File: src/design/vp9lf_pkg.sv
`timescale 1ns / 1ps
// ----------------------------------------------------------------------------
// vp9lf_pkg
// Types, constants and helper functions shared by the VP9 segment
// loop filter level block.
// ----------------------------------------------------------------------------
package vp9lf_pkg;

    localparam int LEVEL_W   = 6;
    localparam int DELTA_W   = 7;
    localparam int SEG_W     = 3;
    localparam int FLAGS_W   = 3;
    localparam int CFG_IDX_W = 3;
    localparam int CFG_DAT_W = 7;
    localparam int SUM_W     = 10;   // level + 2 scaled deltas, signed

    localparam logic [LEVEL_W-1:0] LEVEL_MAX = 6'd63;

    // mode_flags bit positions
    localparam int FLAG_SEG_EN = 0;
    localparam int FLAG_ABS    = 1;
    localparam int FLAG_DELTA  = 2;

    typedef enum logic [CFG_IDX_W-1:0] {
        CFG_MODE_FLAGS  = 3'd0,
        CFG_BASE_LEVEL  = 3'd1,
        CFG_REF_INTRA   = 3'd2,
        CFG_REF_LAST    = 3'd3,
        CFG_REF_GOLDEN  = 3'd4,
        CFG_REF_ALTREF  = 3'd5,
        CFG_MODE_ZERO   = 3'd6,
        CFG_MODE_ONE    = 3'd7
    } t_cfg_idx;

    typedef struct packed {
        logic [FLAGS_W-1:0]        mode_flags;
        logic [LEVEL_W-1:0]        base_level;
        logic signed [DELTA_W-1:0] ref_intra;
        logic signed [DELTA_W-1:0] ref_last;
        logic signed [DELTA_W-1:0] ref_golden;
        logic signed [DELTA_W-1:0] ref_altref;
        logic signed [DELTA_W-1:0] mode_zero;
        logic signed [DELTA_W-1:0] mode_one;
    } t_cfg_regs;

    typedef struct packed {
        logic [SEG_W-1:0]          segment_index;
        logic                      feature_on;
        logic signed [DELTA_W-1:0] feature_value;
    } t_req;

    typedef struct packed {
        logic [SEG_W-1:0]   segment_out;
        logic [LEVEL_W-1:0] level_intra;
        logic [LEVEL_W-1:0] level_last_m0;
        logic [LEVEL_W-1:0] level_last_m1;
        logic [LEVEL_W-1:0] level_golden_m0;
        logic [LEVEL_W-1:0] level_golden_m1;
        logic [LEVEL_W-1:0] level_altref_m0;
        logic [LEVEL_W-1:0] level_altref_m1;
    } t_rsp;

    // saturate a signed sum into 0..63
    function automatic logic [LEVEL_W-1:0] clamp_level(input logic signed [SUM_W-1:0] v);
        logic [LEVEL_W-1:0] res;
        if (v < 0) begin
            res = '0;
        end else if (v > $signed({{(SUM_W-LEVEL_W){1'b0}}, LEVEL_MAX})) begin
            res = LEVEL_MAX;
        end else begin
            res = v[LEVEL_W-1:0];
        end
        return res;
    endfunction

    // delta times scale, scale is 2 when dbl is set, else 1
    function automatic logic signed [SUM_W-1:0] scale_delta(
        input logic signed [DELTA_W-1:0] d,
        input logic                      dbl
    );
        logic signed [SUM_W-1:0] ext;
        ext = {{(SUM_W-DELTA_W){d[DELTA_W-1]}}, d};
        return dbl ? (ext <<< 1) : ext;
    endfunction

endpackage

File: src/design/vp9lf_if.sv
`timescale 1ns / 1ps
// ----------------------------------------------------------------------------
// vp9lf_if
// Request, response and register write channels of the loop filter
// level block.
// ----------------------------------------------------------------------------
interface vp9lf_req_if;
    logic                                          valid;
    logic                                          ready;
    logic [vp9lf_pkg::SEG_W-1:0]                   segment_index;
    logic                                          feature_on;
    logic signed [vp9lf_pkg::DELTA_W-1:0]          feature_value;

    modport source (output valid, segment_index, feature_on, feature_value, input ready);
    modport sink   (input valid, segment_index, feature_on, feature_value, output ready);
endinterface

interface vp9lf_rsp_if;
    logic                              valid;
    logic                              ready;
    logic [vp9lf_pkg::SEG_W-1:0]       segment_out;
    logic [vp9lf_pkg::LEVEL_W-1:0]     level_intra;
    logic [vp9lf_pkg::LEVEL_W-1:0]     level_last_m0;
    logic [vp9lf_pkg::LEVEL_W-1:0]     level_last_m1;
    logic [vp9lf_pkg::LEVEL_W-1:0]     level_golden_m0;
    logic [vp9lf_pkg::LEVEL_W-1:0]     level_golden_m1;
    logic [vp9lf_pkg::LEVEL_W-1:0]     level_altref_m0;
    logic [vp9lf_pkg::LEVEL_W-1:0]     level_altref_m1;

    modport source (output valid, segment_out, level_intra, level_last_m0, level_last_m1,
                    level_golden_m0, level_golden_m1, level_altref_m0, level_altref_m1,
                    input ready);
    modport sink   (input valid, segment_out, level_intra, level_last_m0, level_last_m1,
                    level_golden_m0, level_golden_m1, level_altref_m0, level_altref_m1,
                    output ready);
endinterface

interface vp9lf_cfg_if;
    logic                                valid;
    logic                                ready;
    logic [vp9lf_pkg::CFG_IDX_W-1:0]     index;
    logic [vp9lf_pkg::CFG_DAT_W-1:0]     data;

    modport source (output valid, index, data, input ready);
    modport sink   (input valid, index, data, output ready);
endinterface

File: src/design/vp9_segment_loop_filter_levels_core.sv
`timescale 1ns / 1ps
// ----------------------------------------------------------------------------
// vp9_segment_loop_filter_levels_core
// VP9 per-segment loop filter levels: one request of segment feature
// data in, one response of seven clamped filter levels out.
// ----------------------------------------------------------------------------
// The block takes one request per clock while the response side is ready:
// the request is captured in an input register, the level select, delta
// scaling and clamps run in one combinational pass, and the seven levels
// land in the response register. Both registers advance while the response
// side is stalled only as far as there is room, so a waiting response never
// blocks the request that follows it; with the response side ready, the rate
// is one request per cycle, set by the single pass between the two registers.
// Registers are written through the configuration channel, which is always
// ready; write them only while no request is in flight.
// ----------------------------------------------------------------------------
module vp9_segment_loop_filter_levels_core (
    input  logic          i_clk,
    input  logic          i_rst_n,
    vp9lf_req_if.sink     i_req,
    vp9lf_rsp_if.source   o_rsp,
    vp9lf_cfg_if.sink     i_cfg
);

    // configuration registers
    vp9lf_pkg::t_cfg_regs w_regs;

    vp9lf_cfg_regs u_cfg_regs (
        .i_clk   (i_clk),
        .i_rst_n (i_rst_n),
        .i_cfg   (i_cfg),
        .o_regs  (w_regs)
    );

    // input register stage
    logic               r_in_valid;
    vp9lf_pkg::t_req    r_in;
    vp9lf_pkg::t_req    w_req;

    // response register stage
    logic               r_out_valid;
    vp9lf_pkg::t_rsp    r_out;
    vp9lf_pkg::t_rsp    w_calc;

    logic               w_out_load;
    logic               w_in_load;

    assign w_req.segment_index = i_req.segment_index;
    assign w_req.feature_on    = i_req.feature_on;
    assign w_req.feature_value = i_req.feature_value;

    // response register frees when empty or being taken this cycle
    assign w_out_load  = !r_out_valid || o_rsp.ready;
    // input register frees when empty or moving forward
    assign i_req.ready = !r_in_valid || w_out_load;
    assign w_in_load   = i_req.valid && i_req.ready;

    vp9lf_level_calc u_level_calc (
        .i_regs (w_regs),
        .i_req  (r_in),
        .o_rsp  (w_calc)
    );

    always_ff @(posedge i_clk) begin
        if (!i_rst_n) begin
            r_in_valid  <= 1'b0;
            r_out_valid <= 1'b0;
        end else begin
            if (i_req.ready) begin
                r_in_valid <= i_req.valid;
            end
            if (w_out_load) begin
                r_out_valid <= r_in_valid;
            end
        end
    end

    // payload, no reset
    always_ff @(posedge i_clk) begin
        if (w_in_load) begin
            r_in <= w_req;
        end
        if (w_out_load && r_in_valid) begin
            r_out <= w_calc;
        end
    end

    assign o_rsp.valid           = r_out_valid;
    assign o_rsp.segment_out     = r_out.segment_out;
    assign o_rsp.level_intra     = r_out.level_intra;
    assign o_rsp.level_last_m0   = r_out.level_last_m0;
    assign o_rsp.level_last_m1   = r_out.level_last_m1;
    assign o_rsp.level_golden_m0 = r_out.level_golden_m0;
    assign o_rsp.level_golden_m1 = r_out.level_golden_m1;
    assign o_rsp.level_altref_m0 = r_out.level_altref_m0;
    assign o_rsp.level_altref_m1 = r_out.level_altref_m1;

`ifndef SYNTH
    // an accepted request sits in the input register next cycle
    a_req_captured: assert property (@(posedge i_clk) disable iff (!i_rst_n)
        i_req.valid && i_req.ready |=> r_in_valid)
        else $error("accepted request not captured");

    // a request moving forward shows up as a response next cycle
    a_rsp_follows: assert property (@(posedge i_clk) disable iff (!i_rst_n)
        r_in_valid && w_out_load |=> r_out_valid)
        else $error("request lost between stages");

    // an empty response register never throttles requests
    a_ready_when_empty: assert property (@(posedge i_clk) disable iff (!i_rst_n)
        !r_out_valid |-> i_req.ready)
        else $error("request side stalled with free response register");

    // with deltas off all seven levels are the segment level
    a_flat_levels: assert property (@(posedge i_clk) disable iff (!i_rst_n)
        r_in_valid && !w_regs.mode_flags[vp9lf_pkg::FLAG_DELTA] |->
            w_calc.level_intra == w_calc.level_last_m0 &&
            w_calc.level_intra == w_calc.level_last_m1 &&
            w_calc.level_intra == w_calc.level_golden_m0 &&
            w_calc.level_intra == w_calc.level_golden_m1 &&
            w_calc.level_intra == w_calc.level_altref_m0 &&
            w_calc.level_intra == w_calc.level_altref_m1)
        else $error("levels differ with deltas disabled");
`endif

endmodule

File: src/design/vp9lf_cfg_regs.sv
`timescale 1ns / 1ps
// ----------------------------------------------------------------------------
// vp9lf_cfg_regs
// Register file for mode flags, base level and the six level deltas.
// ----------------------------------------------------------------------------
module vp9lf_cfg_regs (
    input  logic                  i_clk,
    input  logic                  i_rst_n,
    vp9lf_cfg_if.sink             i_cfg,
    output vp9lf_pkg::t_cfg_regs  o_regs
);

    vp9lf_pkg::t_cfg_regs r_regs;
    vp9lf_pkg::t_cfg_regs n_regs;

    assign i_cfg.ready = 1'b1;
    assign o_regs      = r_regs;

    always_comb begin
        n_regs = r_regs;
        if (i_cfg.valid) begin
            case (vp9lf_pkg::t_cfg_idx'(i_cfg.index))
                vp9lf_pkg::CFG_MODE_FLAGS: begin
                    n_regs.mode_flags = i_cfg.data[vp9lf_pkg::FLAGS_W-1:0];
                end
                vp9lf_pkg::CFG_BASE_LEVEL: begin
                    n_regs.base_level = i_cfg.data[vp9lf_pkg::LEVEL_W-1:0];
                end
                vp9lf_pkg::CFG_REF_INTRA:  n_regs.ref_intra  = i_cfg.data;
                vp9lf_pkg::CFG_REF_LAST:   n_regs.ref_last   = i_cfg.data;
                vp9lf_pkg::CFG_REF_GOLDEN: n_regs.ref_golden = i_cfg.data;
                vp9lf_pkg::CFG_REF_ALTREF: n_regs.ref_altref = i_cfg.data;
                vp9lf_pkg::CFG_MODE_ZERO:  n_regs.mode_zero  = i_cfg.data;
                vp9lf_pkg::CFG_MODE_ONE:   n_regs.mode_one   = i_cfg.data;
                default: n_regs = r_regs;
            endcase
        end
    end

    always_ff @(posedge i_clk) begin
        if (!i_rst_n) begin
            r_regs <= '0;
        end else begin
            r_regs <= n_regs;
        end
    end

endmodule

File: src/design/vp9lf_level_calc.sv
`timescale 1ns / 1ps
// ----------------------------------------------------------------------------
// vp9lf_level_calc
// Segment level select and clamp, then scaled ref/mode delta sums and
// clamps for the seven filter levels.
// ----------------------------------------------------------------------------
module vp9lf_level_calc (
    input  vp9lf_pkg::t_cfg_regs i_regs,
    input  vp9lf_pkg::t_req      i_req,
    output vp9lf_pkg::t_rsp      o_rsp
);

    localparam int SW = vp9lf_pkg::SUM_W;
    localparam int LW = vp9lf_pkg::LEVEL_W;
    localparam int DW = vp9lf_pkg::DELTA_W;

    logic signed [SW-1:0] w_base;
    logic signed [SW-1:0] w_data;
    logic signed [SW-1:0] w_raw;
    logic                 w_seg_use;
    logic [LW-1:0]        w_level;
    logic signed [SW-1:0] w_lvl;
    logic                 w_dbl;
    logic signed [SW-1:0] w_ri, w_rl, w_rg, w_ra, w_m0, w_m1;

    assign w_base    = {{(SW-LW){1'b0}}, i_regs.base_level};
    assign w_data    = {{(SW-DW){i_req.feature_value[DW-1]}}, i_req.feature_value};
    assign w_seg_use = i_regs.mode_flags[vp9lf_pkg::FLAG_SEG_EN] & i_req.feature_on;
    assign w_raw     = i_regs.mode_flags[vp9lf_pkg::FLAG_ABS] ? w_data : (w_base + w_data);
    assign w_level   = w_seg_use ? vp9lf_pkg::clamp_level(w_raw) : i_regs.base_level;
    assign w_lvl     = {{(SW-LW){1'b0}}, w_level};

    // scale doubles once the level reaches 32
    assign w_dbl = w_level[LW-1];
    assign w_ri  = vp9lf_pkg::scale_delta(i_regs.ref_intra,  w_dbl);
    assign w_rl  = vp9lf_pkg::scale_delta(i_regs.ref_last,   w_dbl);
    assign w_rg  = vp9lf_pkg::scale_delta(i_regs.ref_golden, w_dbl);
    assign w_ra  = vp9lf_pkg::scale_delta(i_regs.ref_altref, w_dbl);
    assign w_m0  = vp9lf_pkg::scale_delta(i_regs.mode_zero,  w_dbl);
    assign w_m1  = vp9lf_pkg::scale_delta(i_regs.mode_one,   w_dbl);

    always_comb begin
        o_rsp.segment_out = i_req.segment_index;
        if (i_regs.mode_flags[vp9lf_pkg::FLAG_DELTA]) begin
            o_rsp.level_intra     = vp9lf_pkg::clamp_level(w_lvl + w_ri);
            o_rsp.level_last_m0   = vp9lf_pkg::clamp_level(w_lvl + w_rl + w_m0);
            o_rsp.level_last_m1   = vp9lf_pkg::clamp_level(w_lvl + w_rl + w_m1);
            o_rsp.level_golden_m0 = vp9lf_pkg::clamp_level(w_lvl + w_rg + w_m0);
            o_rsp.level_golden_m1 = vp9lf_pkg::clamp_level(w_lvl + w_rg + w_m1);
            o_rsp.level_altref_m0 = vp9lf_pkg::clamp_level(w_lvl + w_ra + w_m0);
            o_rsp.level_altref_m1 = vp9lf_pkg::clamp_level(w_lvl + w_ra + w_m1);
        end else begin
            o_rsp.level_intra     = w_level;
            o_rsp.level_last_m0   = w_level;
            o_rsp.level_last_m1   = w_level;
            o_rsp.level_golden_m0 = w_level;
            o_rsp.level_golden_m1 = w_level;
            o_rsp.level_altref_m0 = w_level;
            o_rsp.level_altref_m1 = w_level;
        end
    end

endmodule
File: src/flat_wrapper.sv
// flat-port wrapper written by rule: the top's interface ports become plain ports
module vp9_segment_loop_filter_levels_core_flat 
  (i_clk, i_rst_n, i_req_valid, i_req_segment_index, i_req_feature_on, i_req_feature_value, i_req_ready, o_rsp_valid, o_rsp_segment_out, o_rsp_level_intra, o_rsp_level_last_m0, o_rsp_level_last_m1, o_rsp_level_golden_m0, o_rsp_level_golden_m1, o_rsp_level_altref_m0, o_rsp_level_altref_m1, o_rsp_ready, i_cfg_valid, i_cfg_index, i_cfg_data, i_cfg_ready);
  vp9lf_req_if i_req_i ();
  vp9lf_rsp_if o_rsp_i ();
  vp9lf_cfg_if i_cfg_i ();
  input  logic i_clk;
  input  logic i_rst_n;
  input wire logic [$bits(i_req_i.valid)-1:0] i_req_valid;
  input wire logic [$bits(i_req_i.segment_index)-1:0] i_req_segment_index;
  input wire logic [$bits(i_req_i.feature_on)-1:0] i_req_feature_on;
  input wire logic [$bits(i_req_i.feature_value)-1:0] i_req_feature_value;
  output wire logic [$bits(i_req_i.ready)-1:0] i_req_ready;
  output wire logic [$bits(o_rsp_i.valid)-1:0] o_rsp_valid;
  output wire logic [$bits(o_rsp_i.segment_out)-1:0] o_rsp_segment_out;
  output wire logic [$bits(o_rsp_i.level_intra)-1:0] o_rsp_level_intra;
  output wire logic [$bits(o_rsp_i.level_last_m0)-1:0] o_rsp_level_last_m0;
  output wire logic [$bits(o_rsp_i.level_last_m1)-1:0] o_rsp_level_last_m1;
  output wire logic [$bits(o_rsp_i.level_golden_m0)-1:0] o_rsp_level_golden_m0;
  output wire logic [$bits(o_rsp_i.level_golden_m1)-1:0] o_rsp_level_golden_m1;
  output wire logic [$bits(o_rsp_i.level_altref_m0)-1:0] o_rsp_level_altref_m0;
  output wire logic [$bits(o_rsp_i.level_altref_m1)-1:0] o_rsp_level_altref_m1;
  input wire logic [$bits(o_rsp_i.ready)-1:0] o_rsp_ready;
  input wire logic [$bits(i_cfg_i.valid)-1:0] i_cfg_valid;
  input wire logic [$bits(i_cfg_i.index)-1:0] i_cfg_index;
  input wire logic [$bits(i_cfg_i.data)-1:0] i_cfg_data;
  output wire logic [$bits(i_cfg_i.ready)-1:0] i_cfg_ready;
  assign i_req_i.valid = i_req_valid;
  assign i_req_i.segment_index = i_req_segment_index;
  assign i_req_i.feature_on = i_req_feature_on;
  assign i_req_i.feature_value = i_req_feature_value;
  assign i_req_ready = i_req_i.ready;
  assign o_rsp_valid = o_rsp_i.valid;
  assign o_rsp_segment_out = o_rsp_i.segment_out;
  assign o_rsp_level_intra = o_rsp_i.level_intra;
  assign o_rsp_level_last_m0 = o_rsp_i.level_last_m0;
  assign o_rsp_level_last_m1 = o_rsp_i.level_last_m1;
  assign o_rsp_level_golden_m0 = o_rsp_i.level_golden_m0;
  assign o_rsp_level_golden_m1 = o_rsp_i.level_golden_m1;
  assign o_rsp_level_altref_m0 = o_rsp_i.level_altref_m0;
  assign o_rsp_level_altref_m1 = o_rsp_i.level_altref_m1;
  assign o_rsp_i.ready = o_rsp_ready;
  assign i_cfg_i.valid = i_cfg_valid;
  assign i_cfg_i.index = i_cfg_index;
  assign i_cfg_i.data = i_cfg_data;
  assign i_cfg_ready = i_cfg_i.ready;
  vp9_segment_loop_filter_levels_core u_core (.i_clk(i_clk), .i_rst_n(i_rst_n), .i_req(i_req_i), .o_rsp(o_rsp_i), .i_cfg(i_cfg_i));
endmodule
File: config.mk
export PLATFORM = sky130hd
export DESIGN_NAME = vp9_segment_loop_filter_levels_core_flat
export DESIGN_NICKNAME = d
export VERILOG_FILES = /design/src/design/vp9lf_pkg.sv /design/src/design/vp9lf_if.sv /design/src/design/vp9_segment_loop_filter_levels_core.sv /design/src/design/vp9lf_cfg_regs.sv /design/src/design/vp9lf_level_calc.sv /design/src/flat_wrapper.sv
export SDC_FILE = /design/constraint.sdc
export NUM_CORES = 1
export LEC_CHECK = 0
export BUFFER_PORTS_ARGS = -buffer_cell sky130_fd_sc_hd__buf_4
export CORE_ASPECT_RATIO = 1.25
export CORE_MARGIN = 2
export CORE_UTILIZATION = 50
export CTS_CLUSTER_SIZE = 24
export DETAILED_ROUTE_END_ITERATION = 16
export PLACE_DENSITY = 0.69
export SYNTH_ARGS = -nofsm -noshare
export SYNTH_HDL_FRONTEND = slang
export SYNTH_SLANG_ARGS = --single-unit
File: constraint.sdc
create_clock -name i_clk -period 12.2 [get_ports i_clk]
set_input_delay 1.22 -clock i_clk [delete_from_list [all_inputs] [get_ports i_clk]]
set_output_delay 1.22 -clock i_clk [all_outputs]
set_load 0.05 [all_outputs]
==> metrics.yaml <==
finish:
  regArea_um2: 2740
  multiInputGateArea_um2: 5380
  nFillCells: 1519
  syn2layout_area_growth_pct: 12.0
  final_net_count: 1118
  n_antenna_cell: 0
  fin_area_um2: 9370
  fin_cells: 1216
  drive_gt1_frac: 0.107
logic_synthesis:
  synth_warnings: 0
  synth_edf_count: 56
  synth_ff_type: "edfxtp_1"
  synthCells: 937
  ys_seq_area_frac: 0.328
  ys_seq_elements: 109
  synth_nets: 1060
  avgSynthCellArea_um2: 8.93
  async_flop_share: 0
  ys_types: 64
  synth_area_um2: 8360
timing:
  drv_slew: 0
  finalWorstSetupSlack_ns: 6.28
  slew-limit-headroom: 0.384
  hold_viol: 0
  fin_crit_sh: 0.485
  fin_setup_tns_ns: 0
  setup_viol: 0
  period_minus_slack_ns: 5.92
  tightest_slew_ns: 0.912
  max_freq_mhz: 169
  finClkSkew_ns: 0.00728
  holdWs_ns: 0.428
  rsz0062_at_grt: "false"
placement:
  dp_hpwl_mm: 15.2
  numPortBuffers: 72
  dp.cells: 1200
  routabilityCongestion: 0.948
  preCtsSetupSlack_ns: 6.31
  postPlaceCellArea_um2: 9090
worst_setup_path:
  end_kind: "flop"
  path_max_fanout: 45
  cp.required_ns: 12.27
  cp-start-kind: "flop"
  r2r_start: "u_core.r_in[0]$_DFFE_PP_"
  worstRegToRegCells: 23
  path_class: "flop to flop"
  crit_end: "u_core.o_rsp.level_golden_m0[4]$_DFFE_PP_"
  timing.rr.end: "u_core.o_rsp.level_golden_m0[4]$_DFFE_PP_"
  rrSetupSlack_ns: 6.28
  cp.arrival_ns: 6.00
  cp-startpoint: "u_core.r_in[0]$_DFFE_PP_"
clock_tree:
  clk_pin_slew_ns: 0.08
  max-clock-path-buffers: 2
  cts_inserted_buffers: 9
  cts.htree.levels: 3
  ctsResizeCount: 0
  cts_sinks: 109
  clock_latency_ns: 0.36
  clockRootBuffer: "clkbuf_16"
  cts_setup_buffers: 0
  cts_tree: "built"
  cts_hold_buf: 0
route:
  via_count: 6771
  drcViolationCount: 0
  routed.top_layer: "met4"
  wl_met2_mm: 9.49
  ant_nets: 0
  vias_per_cell: 5.57
  dr_wl_met3_um: 845
  wl_met1_mm: 8.73
  avgRoutedWirePerCell_um: 16.2
  dr.pass1.iters: 4
  drtIter0Drc: 364
  drt_wl_total_mm: 19.7
outcome:
  outcome: "finished, final reports clean"
die:
  io_pins: 74
  die_area_um2: 17800
  initial_core_util: 0.514
  rows: 52
  die_w_um: 120
  coreArea_um2: 16300
  die_h_um: 149
global_route:
  grt_max_degree: 54
  grt_pass1_wl_mm: 31.0
  grt_use_total: 0.225
  gr-total-overflow: 0
  grt_pass1_vias: 6177
  antenna_found_initial: 0
job:
  maxCapViolations: 0
pwr:
  ir_drop_mv: 0.0679
  power_density_nw_per_um2: 89.6
  leakage_nw: 4.31
hold_path:
  hold_class: "flop to flop"
==> cell usage after synthesis (6+ instances only) <==
library cell / instances / area, um2
inv_1: 31 / 116
nor3_1: 37 / 185
mux2i_1: 48 / 480
nor2b_1: 53 / 332
xor2_1: 20 / 175
and2_1: 9 / 56.3
a21o_1: 26 / 195
clkbuf_1: 22 / 82.6
o211ai_1: 8 / 60.1
nand2b_1: 18 / 113
edfxtp_1: 56 / 1680
nor2_1: 64 / 240
o21ai_0: 60 / 300
nand2_1: 127 / 477
a21oi_1: 49 / 245
a31oi_1: 10 / 62.6
xnor2_1: 32 / 280
ha_1: 86 / 1080
a21boi_0: 10 / 75.1
nand3_1: 6 / 30.0
fa_1: 11 / 220
dfxtp_1: 53 / 1060
a211oi_1: 6 / 45.0
o21bai_1: 21 / 158
==> kinds of logic after synthesis <==
kind of cell / after synthesis / share of synthesized area
buf+inv: 62 / 0.0302
compound gates: 231 / 0.183
mux: 49 / 0.0588
fa+ha+maj: 97 / 0.155
xor+xnor: 52 / 0.0545
simple gates: 336 / 0.191
other cells: 1 / 0.000448
flops: 109 / 0.328
==> cell usage in the layout, fill, tap and decap left out, drive strengths merged, types with 35 or more instances in the layout <==
master  count
inv        35
nor2       64
o21ai      62
nand2     127
dfxtp      53
a21oi      50
nor2b      53
mux2i      48
ha         86
edfxtp     56
buf        78
nor3       37
==> how the worst min path moves through the flow <==
stage	to	startpoint	depth (start not counted)
after detailed placement	u_core.o_rsp.segment_out[0]$_DFFE_PP_	u_core.r_in[8]$_DFFE_PP_	0
after CTS	u_core.o_rsp.segment_out[0]$_DFFE_PP_	u_core.r_in[8]$_DFFE_PP_	0
after floorplan	u_core.o_rsp.segment_out[0]$_DFFE_PP_	u_core.r_in[8]$_DFFE_PP_	0
after global routing	u_core.o_rsp.segment_out[2]$_DFFE_PP_	u_core.r_in[10]$_DFFE_PP_	0
after global placement	u_core.o_rsp.segment_out[0]$_DFFE_PP_	u_core.r_in[8]$_DFFE_PP_	0
final	u_core.o_rsp.segment_out[2]$_DFFE_PP_	u_core.r_in[10]$_DFFE_PP_	0
==> sequential cells by signal, summed over array words and instances, names as in the netlist <==
| name | flops |
|---|---|
| u_core.o_rsp.segment_out | 3 |
| u_core.o_rsp.level_golden_m1 | 6 |
| u_core.r_in_valid | 1 |
| u_core.r_in | 11 |
| u_core.o_rsp.level_last_m1 | 6 |
| u_core.o_rsp.level_altref_m1 | 6 |
| u_core.o_rsp.level_altref_m0 | 6 |
| u_core.o_rsp.level_intra | 6 |
| u_core.o_rsp.level_last_m0 | 6 |
| u_core.o_rsp.level_golden_m0 | 6 |
| u_core.o_rsp.valid | 1 |
| u_core.u_cfg_regs.o_regs | 51 |
==> through the flow <==
step,power [mW],utilization
floorplan,0.521,-
global placement,0.561,0.559
detailed placement,0.562,0.559
CTS,0.845,0.576
global route,0.872,0.576
finish,0.840,0.576
==> power breakdown <==
| part | switching, mW | internal [mW] | leakage [nW] |
|---|---|---|---|
| sequential | 0.00797 | 0.399 | 0.956 |
| combinational | 0.0927 | 0.0539 | 3.21 |
| clock | 0.145 | 0.141 | 0.138 |
| total | 0.245 | 0.595 | 4.31 |
==> worst max-delay path, cell delays in order (launching register included) <==
cell       delay (ns)
edfxtp_1         0.36
ha_1             0.20
inv_1            0.07
fa_1             0.40
nand2b_1         0.18
a2111oi_0        0.38
nor2_1           0.16
o211ai_4         0.12
a21oi_2          0.08
buf_4            0.26
and2_1           0.22
ha_1             0.20
fa_1             0.40
a21oi_1          0.14
nor2_1           0.05
nor2_1           0.14
o21bai_1         0.15
nand2b_1         0.17
a21boi_0         0.41
ha_1             0.36
nand2_1          0.09
a211oi_1         0.05
o311ai_0         0.81
o21ai_0          0.22
==> final cells by class <==
class                      instances  share of cell area
multi-input combinational        766               0.574
inverter                          31              0.0124
clock inverter                     7             0.00574
sequential                       109               0.293
tap                              216              0.0288
timing repair buffer              78              0.0625
clock buffer                       9              0.0240
==> per-layer routing <==
layer / vias to the layer above / track usage
met5: - / 0
met4: 0 / 0.101
met3: 30 / 0.0245
met2: 151 / 0.391
met1: 3125 / 0.280
li1: 3465 / -
Power figures use the tool's default switching activity.
